[src/hdl/pump_cycler_and_heater_thermostat_core_macros.svh]
// Assertion macros for the pump cycler and heater thermostat block.
// Depends on nothing; included by the modules that carry assertions.
`ifndef PUMP_CYCLER_AND_HEATER_THERMOSTAT_CORE_MACROS_SVH
`define PUMP_CYCLER_AND_HEATER_THERMOSTAT_CORE_MACROS_SVH

`ifndef SYNTHESIS

`define PHT_ASSERT_IMP(lbl, clk, rst_n, ante, cons) \
    lbl: assert property (@(posedge clk) disable iff (!(rst_n)) (ante) |-> (cons)) \
        else $error("pht assertion failed");

`define PHT_ASSERT_NXT(lbl, clk, rst_n, ante, cons) \
    lbl: assert property (@(posedge clk) disable iff (!(rst_n)) (ante) |=> (cons)) \
        else $error("pht assertion failed");

`else

`define PHT_ASSERT_IMP(lbl, clk, rst_n, ante, cons)

`define PHT_ASSERT_NXT(lbl, clk, rst_n, ante, cons)

`endif

`endif

[src/hdl/pht_pkg.sv]
// Shared types and constants for the pump cycler and heater thermostat.
// No dependencies.
package pht_pkg;

    localparam int unsigned TICKS_W = 12;
    localparam int unsigned COUNT_W = 13;
    localparam int unsigned TEMP_W  = 16;
    localparam int unsigned ADDR_W  = 5;
    localparam int unsigned DATA_W  = 32;
    localparam int unsigned IDX_W   = 3;

    localparam logic [TICKS_W-1:0] ALWAYS_ON_LIMIT = TICKS_W'(90 * 40);

    localparam logic [IDX_W-1:0] REG_PUMP_ON  = 3'd0;
    localparam logic [IDX_W-1:0] REG_PUMP_OFF = 3'd1;
    localparam logic [IDX_W-1:0] REG_HEAT_EN  = 3'd2;
    localparam logic [IDX_W-1:0] REG_SET_TEMP = 3'd3;
    localparam logic [IDX_W-1:0] REG_HYST     = 3'd4;

    typedef struct packed {
        logic [TICKS_W-1:0] pump_on_ticks;
        logic [TICKS_W-1:0] pump_off_ticks;
        logic               heat_enable;
        logic [TEMP_W-1:0]  set_temperature;
        logic [TEMP_W-1:0]  hysteresis;
    } cfg_t;

    typedef struct packed {
        logic pump_drive;
        logic heater_drive;
        logic next_edge_rising;
    } result_t;

endpackage

[src/hdl/pht_regs.sv]
// APB-style configuration register file.
// Depends on pht_pkg.
module pht_regs (
    input  logic                        aclk,
    input  logic                        aresetn,
    input  logic                        psel,
    input  logic                        penable,
    input  logic                        pwrite,
    input  logic [pht_pkg::ADDR_W-1:0]  paddr,
    input  logic [pht_pkg::DATA_W-1:0]  pwdata,
    output logic [pht_pkg::DATA_W-1:0]  prdata,
    output logic                        pready,
    output pht_pkg::cfg_t               cfg
);

    pht_pkg::cfg_t                 cfg_reg;
    logic [pht_pkg::IDX_W-1:0]     reg_idx;
    logic                          wr_en;

    assign pready  = 1'b1;
    assign reg_idx = paddr[pht_pkg::ADDR_W-1:2];
    assign wr_en   = psel && penable && pwrite;
    assign cfg     = cfg_reg;

    always_ff @(posedge aclk) begin
        if (!aresetn) begin
            cfg_reg <= '0;
        end else if (wr_en) begin
            case (reg_idx)
                pht_pkg::REG_PUMP_ON: begin
                    cfg_reg.pump_on_ticks <= pwdata[pht_pkg::TICKS_W-1:0];
                end
                pht_pkg::REG_PUMP_OFF: begin
                    cfg_reg.pump_off_ticks <= pwdata[pht_pkg::TICKS_W-1:0];
                end
                pht_pkg::REG_HEAT_EN: begin
                    cfg_reg.heat_enable <= pwdata[0];
                end
                pht_pkg::REG_SET_TEMP: begin
                    cfg_reg.set_temperature <= pwdata[pht_pkg::TEMP_W-1:0];
                end
                pht_pkg::REG_HYST: begin
                    cfg_reg.hysteresis <= pwdata[pht_pkg::TEMP_W-1:0];
                end
                default: begin
                end
            endcase
        end
    end

    always_comb begin
        case (reg_idx)
            pht_pkg::REG_PUMP_ON:
                prdata = pht_pkg::DATA_W'(cfg_reg.pump_on_ticks);
            pht_pkg::REG_PUMP_OFF:
                prdata = pht_pkg::DATA_W'(cfg_reg.pump_off_ticks);
            pht_pkg::REG_HEAT_EN:
                prdata = pht_pkg::DATA_W'(cfg_reg.heat_enable);
            pht_pkg::REG_SET_TEMP:
                prdata = pht_pkg::DATA_W'(cfg_reg.set_temperature);
            pht_pkg::REG_HYST:
                prdata = pht_pkg::DATA_W'(cfg_reg.hysteresis);
            default:
                prdata = '0;
        endcase
    end

endmodule

[src/hdl/pht_step.sv]
// Per-tick pump cycler and thermostat state with its next-state logic.
// Depends on pht_pkg and the assertion macro header.
`include "pump_cycler_and_heater_thermostat_core_macros.svh"

module pht_step (
    input  logic                        aclk,
    input  logic                        aresetn,
    input  logic                        step_en,
    input  logic [pht_pkg::TEMP_W-1:0]  temperature,
    input  pht_pkg::cfg_t               cfg,
    output pht_pkg::result_t            res_next
);

    logic [pht_pkg::COUNT_W-1:0]  count_reg;
    logic [pht_pkg::COUNT_W-1:0]  count_next;
    logic                         pump_reg;
    logic                         pump_next;
    logic                         heater_reg;
    logic                         heater_next;
    logic                         edge_reg;
    logic                         edge_next;

    logic                         force_off;
    logic                         force_on;
    logic [pht_pkg::COUNT_W-1:0]  on_ext;
    logic [pht_pkg::COUNT_W-1:0]  period_end;
    logic                         restart;
    logic [pht_pkg::TEMP_W:0]     temp_plus_hyst;
    logic [pht_pkg::TEMP_W:0]     set_plus_hyst;
    logic                         below_band;
    logic                         above_band;

    assign force_off  = (cfg.pump_on_ticks == '0);
    assign force_on   = (cfg.pump_on_ticks > pht_pkg::ALWAYS_ON_LIMIT);
    assign on_ext     = pht_pkg::COUNT_W'(cfg.pump_on_ticks);
    assign period_end = on_ext + pht_pkg::COUNT_W'(cfg.pump_off_ticks);
    assign restart    = (count_reg != '0) && (count_reg != on_ext) && (count_reg > period_end);

    always_comb begin
        pump_next  = pump_reg;
        count_next = count_reg;
        if (force_off) begin
            pump_next = 1'b0;
        end else if (force_on) begin
            pump_next = 1'b1;
        end else begin
            if (count_reg == '0) begin
                pump_next = 1'b1;
            end else if (count_reg == on_ext) begin
                pump_next = 1'b0;
            end
            count_next = restart ? '0 : count_reg + 1'b1;
        end
    end

    // temp < set - hyst  <=>  temp + hyst < set, kept unsigned
    assign temp_plus_hyst = {1'b0, temperature} + {1'b0, cfg.hysteresis};
    assign set_plus_hyst  = {1'b0, cfg.set_temperature} + {1'b0, cfg.hysteresis};
    assign below_band     = (temp_plus_hyst < {1'b0, cfg.set_temperature});
    assign above_band     = ({1'b0, temperature} > set_plus_hyst);

    always_comb begin
        heater_next = heater_reg;
        if (!cfg.heat_enable) begin
            heater_next = 1'b0;
        end else if (below_band) begin
            heater_next = 1'b1;
        end else if (above_band) begin
            heater_next = 1'b0;
        end
    end

    assign edge_next = ~edge_reg;

    always_ff @(posedge aclk) begin
        if (!aresetn) begin
            count_reg  <= '0;
            pump_reg   <= 1'b0;
            heater_reg <= 1'b0;
            edge_reg   <= 1'b0;
        end else if (step_en) begin
            count_reg  <= count_next;
            pump_reg   <= pump_next;
            heater_reg <= heater_next;
            edge_reg   <= edge_next;
        end
    end

    assign res_next.pump_drive       = pump_next;
    assign res_next.heater_drive     = heater_next;
    assign res_next.next_edge_rising = edge_next;

    `PHT_ASSERT_NXT(a_edge_toggles, aclk, aresetn, step_en, edge_reg != $past(edge_reg))
    `PHT_ASSERT_NXT(a_idle_holds, aclk, aresetn, !step_en,
        $stable(count_reg) && $stable(pump_reg) && $stable(heater_reg) && $stable(edge_reg))
    `PHT_ASSERT_NXT(a_heat_disabled, aclk, aresetn, step_en && !cfg.heat_enable, !heater_reg)
    `PHT_ASSERT_NXT(a_forced_count_held, aclk, aresetn, step_en && (force_off || force_on),
        count_reg == $past(count_reg))

endmodule

[src/hdl/pump_cycler_and_heater_thermostat_core.sv]
// Pump cycler and heater thermostat, top level: input stage, result stage, glue.
// Depends on pht_pkg, pht_regs, pht_step and the assertion macro header.
//
// Usage:
//   Send one beat on the s_ channel per mains zero-cross tick, carrying the
//   measured temperature. Each beat yields exactly one result beat on the m_
//   channel: pump drive, heater drive and the edge to watch for next.
//   The beat is held in an input register, the state update runs in one
//   combinational pass, and the result lands in an output register.
//   The input register feeds the result register, which drives m_valid;
//   throughput is one beat per cycle while the receiver keeps m_ready high.
//   When the receiver stalls, the result register holds and one more beat
//   waits in the input register; s_ready then drops until m_ready returns.
//   Reset (aresetn low, synchronous) clears all configuration registers, the
//   cycle counter, the pump, heater and edge latches, and both stages.
//   Configure through the APB-style port while no beats are in flight:
//   register 0 pump on ticks, 1 pump off ticks, 2 heat enable,
//   3 set temperature, 4 hysteresis, at byte addresses 4*i.
`include "pump_cycler_and_heater_thermostat_core_macros.svh"

module pump_cycler_and_heater_thermostat_core (
    input  logic                        aclk,
    input  logic                        aresetn,
    input  logic                        psel,
    input  logic                        penable,
    input  logic                        pwrite,
    input  logic [pht_pkg::ADDR_W-1:0]  paddr,
    input  logic [pht_pkg::DATA_W-1:0]  pwdata,
    output logic [pht_pkg::DATA_W-1:0]  prdata,
    output logic                        pready,
    input  logic                        s_valid,
    output logic                        s_ready,
    input  logic [pht_pkg::TEMP_W-1:0]  s_temperature,
    output logic                        m_valid,
    input  logic                        m_ready,
    output logic                        m_pump_drive,
    output logic                        m_heater_drive,
    output logic                        m_next_edge_rising
);

    pht_pkg::cfg_t                 cfg;
    pht_pkg::result_t              res_next;
    pht_pkg::result_t              out_reg;
    logic                          in_valid_reg;
    logic [pht_pkg::TEMP_W-1:0]    temp_reg;
    logic                          out_valid_reg;
    logic                          advance;

    pht_regs u_regs (
        .aclk    (aclk),
        .aresetn (aresetn),
        .psel    (psel),
        .penable (penable),
        .pwrite  (pwrite),
        .paddr   (paddr),
        .pwdata  (pwdata),
        .prdata  (prdata),
        .pready  (pready),
        .cfg     (cfg)
    );

    pht_step u_step (
        .aclk        (aclk),
        .aresetn     (aresetn),
        .step_en     (advance),
        .temperature (temp_reg),
        .cfg         (cfg),
        .res_next    (res_next)
    );

    assign advance = in_valid_reg && (!out_valid_reg || m_ready);
    assign s_ready = !in_valid_reg || advance;

    always_ff @(posedge aclk) begin
        if (!aresetn) begin
            in_valid_reg  <= 1'b0;
            out_valid_reg <= 1'b0;
        end else begin
            if (s_ready) begin
                in_valid_reg <= s_valid;
            end
            if (advance) begin
                out_valid_reg <= 1'b1;
            end else if (m_ready) begin
                out_valid_reg <= 1'b0;
            end
        end
    end

    always_ff @(posedge aclk) begin
        if (s_valid && s_ready) begin
            temp_reg <= s_temperature;
        end
        if (advance) begin
            out_reg <= res_next;
        end
    end

    assign m_valid            = out_valid_reg;
    assign m_pump_drive       = out_reg.pump_drive;
    assign m_heater_drive     = out_reg.heater_drive;
    assign m_next_edge_rising = out_reg.next_edge_rising;

    `PHT_ASSERT_NXT(a_advance_fills_out, aclk, aresetn, advance, out_valid_reg)
    `PHT_ASSERT_NXT(a_stall_keeps_input, aclk, aresetn,
        in_valid_reg && out_valid_reg && !m_ready, in_valid_reg && $stable(temp_reg))
    `PHT_ASSERT_IMP(a_ready_when_empty, aclk, aresetn, !in_valid_reg, s_ready)

endmodule

[config.mk]
export PLATFORM = sky130hd
export DESIGN_NAME = pump_cycler_and_heater_thermostat_core
export DESIGN_NICKNAME = d
export VERILOG_FILES = /design/src/hdl/pht_pkg.sv /design/src/hdl/pht_regs.sv /design/src/hdl/pht_step.sv /design/src/hdl/pump_cycler_and_heater_thermostat_core.sv
export VERILOG_INCLUDE_DIRS = /design/src /design/src/hdl
export SDC_FILE = /design/constraint.sdc
export NUM_CORES = 1
export LEC_CHECK = 0
export ABC_AREA = 0
export BUFFER_PORTS_ARGS = -buffer_cell sky130_fd_sc_hd__buf_2
export CORE_UTILIZATION = 39
export CTS_CLUSTER_SIZE = 30
export DETAILED_ROUTE_END_ITERATION = 7
export GPL_ROUTABILITY_DRIVEN = 0
export SYNTH_ARGS = -nofsm -noshare
export SYNTH_HDL_FRONTEND = slang
export SYNTH_HIERARCHICAL = 1
export SYNTH_SLANG_ARGS = --single-unit
export TNS_END_PERCENT = 50
[constraint.sdc]
create_clock -name aclk -period 5.1 [get_ports aclk]
set_input_delay 0.51 -clock aclk [delete_from_list [all_inputs] [get_ports aclk]]
set_output_delay 0.51 -clock aclk [all_outputs]
set_load 0.05 [all_outputs]
; After elaboration in Yosys (flattened, before gate mapping)
; Index checks and enable logic that the tools add are counted.
[totals]
regBits = 94
word_cells = 64
input_bits = 60
out_inout_bits = 38
[classes]
add_sub_neg = 4
n_lt_le_gt_ge = 4
n_reduce_logical = 21
eq_ne = 6
n_mux = 11
n_bitwise = 3
[ops]
columns = op, count
row1 = 16-bit case mux with 5 select lines, 1
row2 = 16-bit by 16-bit adder with 17-bit output, 2
row3 = 16-bit by 17-bit greater-than comparator with 1-bit output, 1
row4 = 17-bit by 16-bit < comparator with 1-bit output, 1
row5 = 12-bit by 12-bit adder with 13-bit output, 1
row6 = 13-bit by 1-bit adder with 13-bit output (second input constant), 1
row7 = 13-bit by 12-bit equality test with 1-bit output, 1
row8 = 13-bit greater-than comparator, 1
row9 = 13-bit logical NOT, 1
row10 = 13-bit two-way mux, 1
row11 = 13-bit by 12-bit != test with 1-bit output, 1
row12 = 13-bit nonzero test, 1
row13 = 12-bit greater-than comparator (second input constant), 1
row14 = 12-bit logical NOT, 1
row15 = 2-bit AND reduction, 5
row16 = 1-bit two-way mux, 9
row17 = 3-bit by 2-bit equality test with 1-bit output (second input constant), 2
row18 = 1-bit logical AND, 6
row19 = 3-bit by 1-bit equality test with 1-bit output (second input constant), 1
row20 = 3-bit equality test (second input constant), 1
row21 = 3-bit logical NOT, 1
row22 = 1-bit NOT, 3
row23 = 3-bit AND reduction, 1
row24 = 1-bit logical NOT, 2
row25 = other kinds (2), 3

; Longest topological paths before layout
[depth]
word_depth = 5
ltp_mapped = 19
depth_no_buf = 18

; By module
; The synthesis kept the hierarchy.
[by_module_without_submodules]
columns = module, cells_each, n_inst, area_per_inst_um2
row1 = pht_step, 481, 1, 3796.1
row2 = pht_regs, 290, 1, 2743.9
row3 = pump_cycler_and_heater_thermostat_core, 28, 1, 674.4

; Least setup slack after synthesis
; No wires, ideal clock.
[synth_timing]
path_type = register -> register
from = register u_regs.cfg_reg, in the netlist u_regs/cfg[0]
to = register out_reg, in the netlist m_heater_drive (data pin)
setup_time_ns = 0.251
t_arrival_ns = 3.643
stages_incl_launch_ff = 20
path_slack_ns = 1.206
period_less_slack_ns = 3.894
required_ns = 4.849
cell_sequence = dfxtp_1 > ha_1 > fa_1 > a211o_1 > o211ai_1 > a22oi_1 > a311oi_1 > nor2_1 > or2_2 > a21boi_0 > xor2_1 > ha_1 > nand3_1 > nor2_1 > a31oi_1 > o21ai_0 > a311o_1 > nand2_1 > a21boi_0 > buf_4
[synth_via]
elab_chain_cells = 5
word_cells_on_any_way = 7
cone_classes = add/sub: 2 / order compare: 2 / mux: 3
[synth_rtl]
columns = item, line_no
row1 = from (decl), pht_regs.sv:16  ; pht_pkg::cfg_t cfg_reg;
row2 = 16-bit by 16-bit adder with 17-bit output, pht_step.sv:58  ; assign set_plus_hyst = {1'b0, cfg.set_temperature} + {1'b0, cfg.hysteresis};
row3 = 16-bit by 17-bit greater-than comparator with 1-bit output, pht_step.sv:60  ; assign above_band = ({1'b0, temperature} > set_plus_hyst);
row4 = 1-bit two-way mux, pht_step.sv:68  ; end else if (above_band) begin
row5 = 1-bit two-way mux *, pht_step.sv:66  ; end else if (below_band) begin
row6 = 1-bit two-way mux *, pht_step.sv:64  ; if (!cfg.heat_enable) begin
row7 = via u_step.heater_next, pht_step.sv:19  ; logic heater_next;
row8 = to (signal assigned), pump_cycler_and_heater_thermostat_core.sv:95  ; out_reg <= res_next;
row9 = to (decl), pump_cycler_and_heater_thermostat_core.sv:43  ; pht_pkg::result_t out_reg;
; The timed path passes the listed nets; every way through them passes the cells marked *.
; A chain may end at the register's enable or synchronous reset.

; Final worst setup path
[layout_timing]
from = register u_regs.cfg_reg, in the netlist u_regs/cfg[0]
to = register u_step.heater_reg
[layout_via]
elab_chain_cells = 5
word_cells_on_any_way = 7
cone_classes = add/sub: 2 / order compare: 2 / mux: 3
[layout_rtl]
columns = item, line_no
row1 = 16-bit by 16-bit adder with 17-bit output, pht_step.sv:58
row2 = 16-bit by 17-bit greater-than comparator with 1-bit output, pht_step.sv:60
row3 = 1-bit two-way mux, pht_step.sv:68
row4 = 1-bit two-way mux *, pht_step.sv:66
row5 = 1-bit two-way mux *, pht_step.sv:64
row6 = to (signal assigned), pht_step.sv:84  ; heater_reg <= heater_next;
row7 = to (decl), pht_step.sv:18  ; logic heater_reg;
; Every way passes the cells marked *; elsewhere a longest branch is shown, timed or not.

==> metrics.cfg <==
[cells_and_area]
fin_nets = 1001
largest_register_ffs = 57
insertedDiodeCount = 0
area_delta_synth_final_pct = 9.174
fill_cells = 1845
drive_gt1_share_pct = 11.61
final_cells = 1082
postLayoutCoreUtil_pct = 43.70

[pwr]
power.density_nw_per_um2 = 207.5
ir_drop_mv = 0.1623
total_power_mw = 1.634
leakage_nw = 3.306

[timing]
skew_ps = 9.728
fin_ws_ps = 856.0
relSlewSlack_pct = 32.98
hold_viol = 0
finalSetupViolations = 0
finalSetupTns_ps = 0
tightest_slew_ps = 1005
slew_viol_final = 0
period_share_pct = 83.22
max_freq_mhz = 235.6
grt_setup_unrepaired = false
min_period_ps = 4244

[synthesis]
async_flop_share_pct = 0
syn_area_sq_um = 7214
synth_edf_count = 19
avgSynthCellArea_sq_um = 9.029
synthFlopType = dfxtp_1
synth_seq_area_share_pct = 28.72
synth_cell_types = 70
synth-seq-cells = 94
ys.warnings.count = 6
synthCells = 799

[floorplan]
dieHeight_microns = 138.0
start_util_pct = 40.02
fp.dieW_microns = 138.0
ios = 98
rows = 49
core_area_sq_um = 18020
die_area_sq_um = 19050

[clock_network]
post_cts_buffers = 0
clock-sinks = 94
ctsHoldBuffers = 0
cts_tree = done
ctsResizeCount = 0
h-tree-depth = 3
clockBufferDepth = 2
cts_made_buffers = 9
root_buffer = clkbuf_16
clk_latency_ps = 350
clk_pin_slew_worst_paths_ps = 70

[critical_path]
end_kind = register
path_max_fanout = 4
cp.required_ps = 5330
worstPathArrival_ps = 4470
start_kind = register
r2r_slack_ps = 860
crit_type = reg2reg

[grt]
grt.overflow.total = 0
grt_usage_pct = 17.86
first_global_vias = 5449
grt_max_degree = 77
grt_pass1_wl_microns = 27460
antenna_found_initial = 0

[route]
first_pass_iters = 4
route.detailed.drc = 0
ant_nets = 0
wl_microns = 16740
drt-initial-drc-count = 237
vias_per_cell = 5.323
avgRoutedWirePerCell_microns = 15.47
vias = 5759

[job]
drv_cap = 0

[placement]
dp_slack_ps = 874.1
io_buffer_count = 62
dp_cells = 1066
dp_hpwl_microns = 13060

[worst_hold_path]
worstHoldPathType = in2reg

[status]
status = completed

## synth_stat cells, types with 11 or more instances
master	number	area share, %
a21oi_1	37	2.6
nand2_1	104	5.4
nand3b_1	11	1.1
buf_4	24	2.5
ha_1	90	16
nor3_1	11	0.76
o211ai_1	16	1.7
mux2i_1	71	9.9
dfxtp_1	75	21
nand4_1	11	0.95
xor2_1	29	3.5
inv_1	37	1.9
nor2_1	40	2.1
edfxtp_1	19	7.9
xnor2_1	29	3.5
o21ai_0	32	2.2
a21o_1	13	1.4
## stage by stage
step,hold slack (ps),instance area [sq um]
2_1_floorplan,451.7,7271
3_3_place_gp,448.6,7602
3_5_place_dp,450.2,7602
4_1_cts,316.9,7876
5_1_grt,314.1,7876
6_report,329.1,7876
## area by class of cell
cell class	instances	area (sq um)	area share (%)
multi-input cells	641	4772	60.59
flip-flops and latches	94	2072	26.31
repair buffers	65	332.8	4.226
well taps	229	286.5	3.638
clock buffers	10	239.0	3.034
inverters	37	138.9	1.763
clock inverters	6	35.03	0.4448
## critical path, cell delays in order, from the launching register on
cell and delay [ps]:
dfxtp_1 350, ha_1 250, fa_1 440, a211o_1 290, o211ai_1 120, a22oi_1 170, a311oi_1 300, nor2_1 110
or2_2 300, a21boi_0 220, xor2_1 180, ha_1 260, nand3_1 110, nor2_1 70, a31oi_1 160, o21ai_0 100
a311o_1 380, a41oi_1 230, o41ai_1 90
## metal layers
layer	up-vias	routed length [microns]	GRT usage [%]
li1	2946	-	-
met1	2715	7937	22.82
met2	84	8098	30.71
met3	14	422	3.014
met4	0	278	5.205
met5	-	0	0
## cells by family after synthesis
| logic type | Yosys count | synth area share [%] |
|---|---|---|
| xor gates and xnor gates | 58 | 7.041 |
| adders and majority gates | 93 | 16.44 |
| DFF | 94 | 28.72 |
| AOI/OAI and AO/OA | 151 | 13.86 |
| other | 2 | 0.1041 |
| buffers and inverters | 79 | 5.966 |
| muxes | 71 | 9.851 |
| and+or+nand+nor | 251 | 18.02 |
## power breakdown
part	internal, mW	switching [mW]
clock	0.342	0.300
combinational	0.0720	0.134
sequential	0.773	0.0132
total	1.19	0.447
## placed cells by master, fill, tap and decap left out, drive strengths merged, types with 17 or more instances in the layout
cell	instances
mux2i	71
buf	65
edfxtp	19
o21ai	32
a21oi	37
nand2	104
conb	17
inv	38
xnor2	29
nor2	43
ha	90
dfxtp	75
xor2	29
## worst paths after layout
path / startpoint / cells past startpoint / end
setup reg to reg: u_regs/cfg[0] / 18 / u_step/heater_reg
hold reg to reg: u_step/edge_reg / 1 / m_next_edge_rising
setup / recovery: u_regs/cfg[0] / 18 / u_step/heater_reg
hold / removal: s_temperature[11] / 1 / temp_reg[11]
No activity file was read; power rests on OpenSTA's default activity.
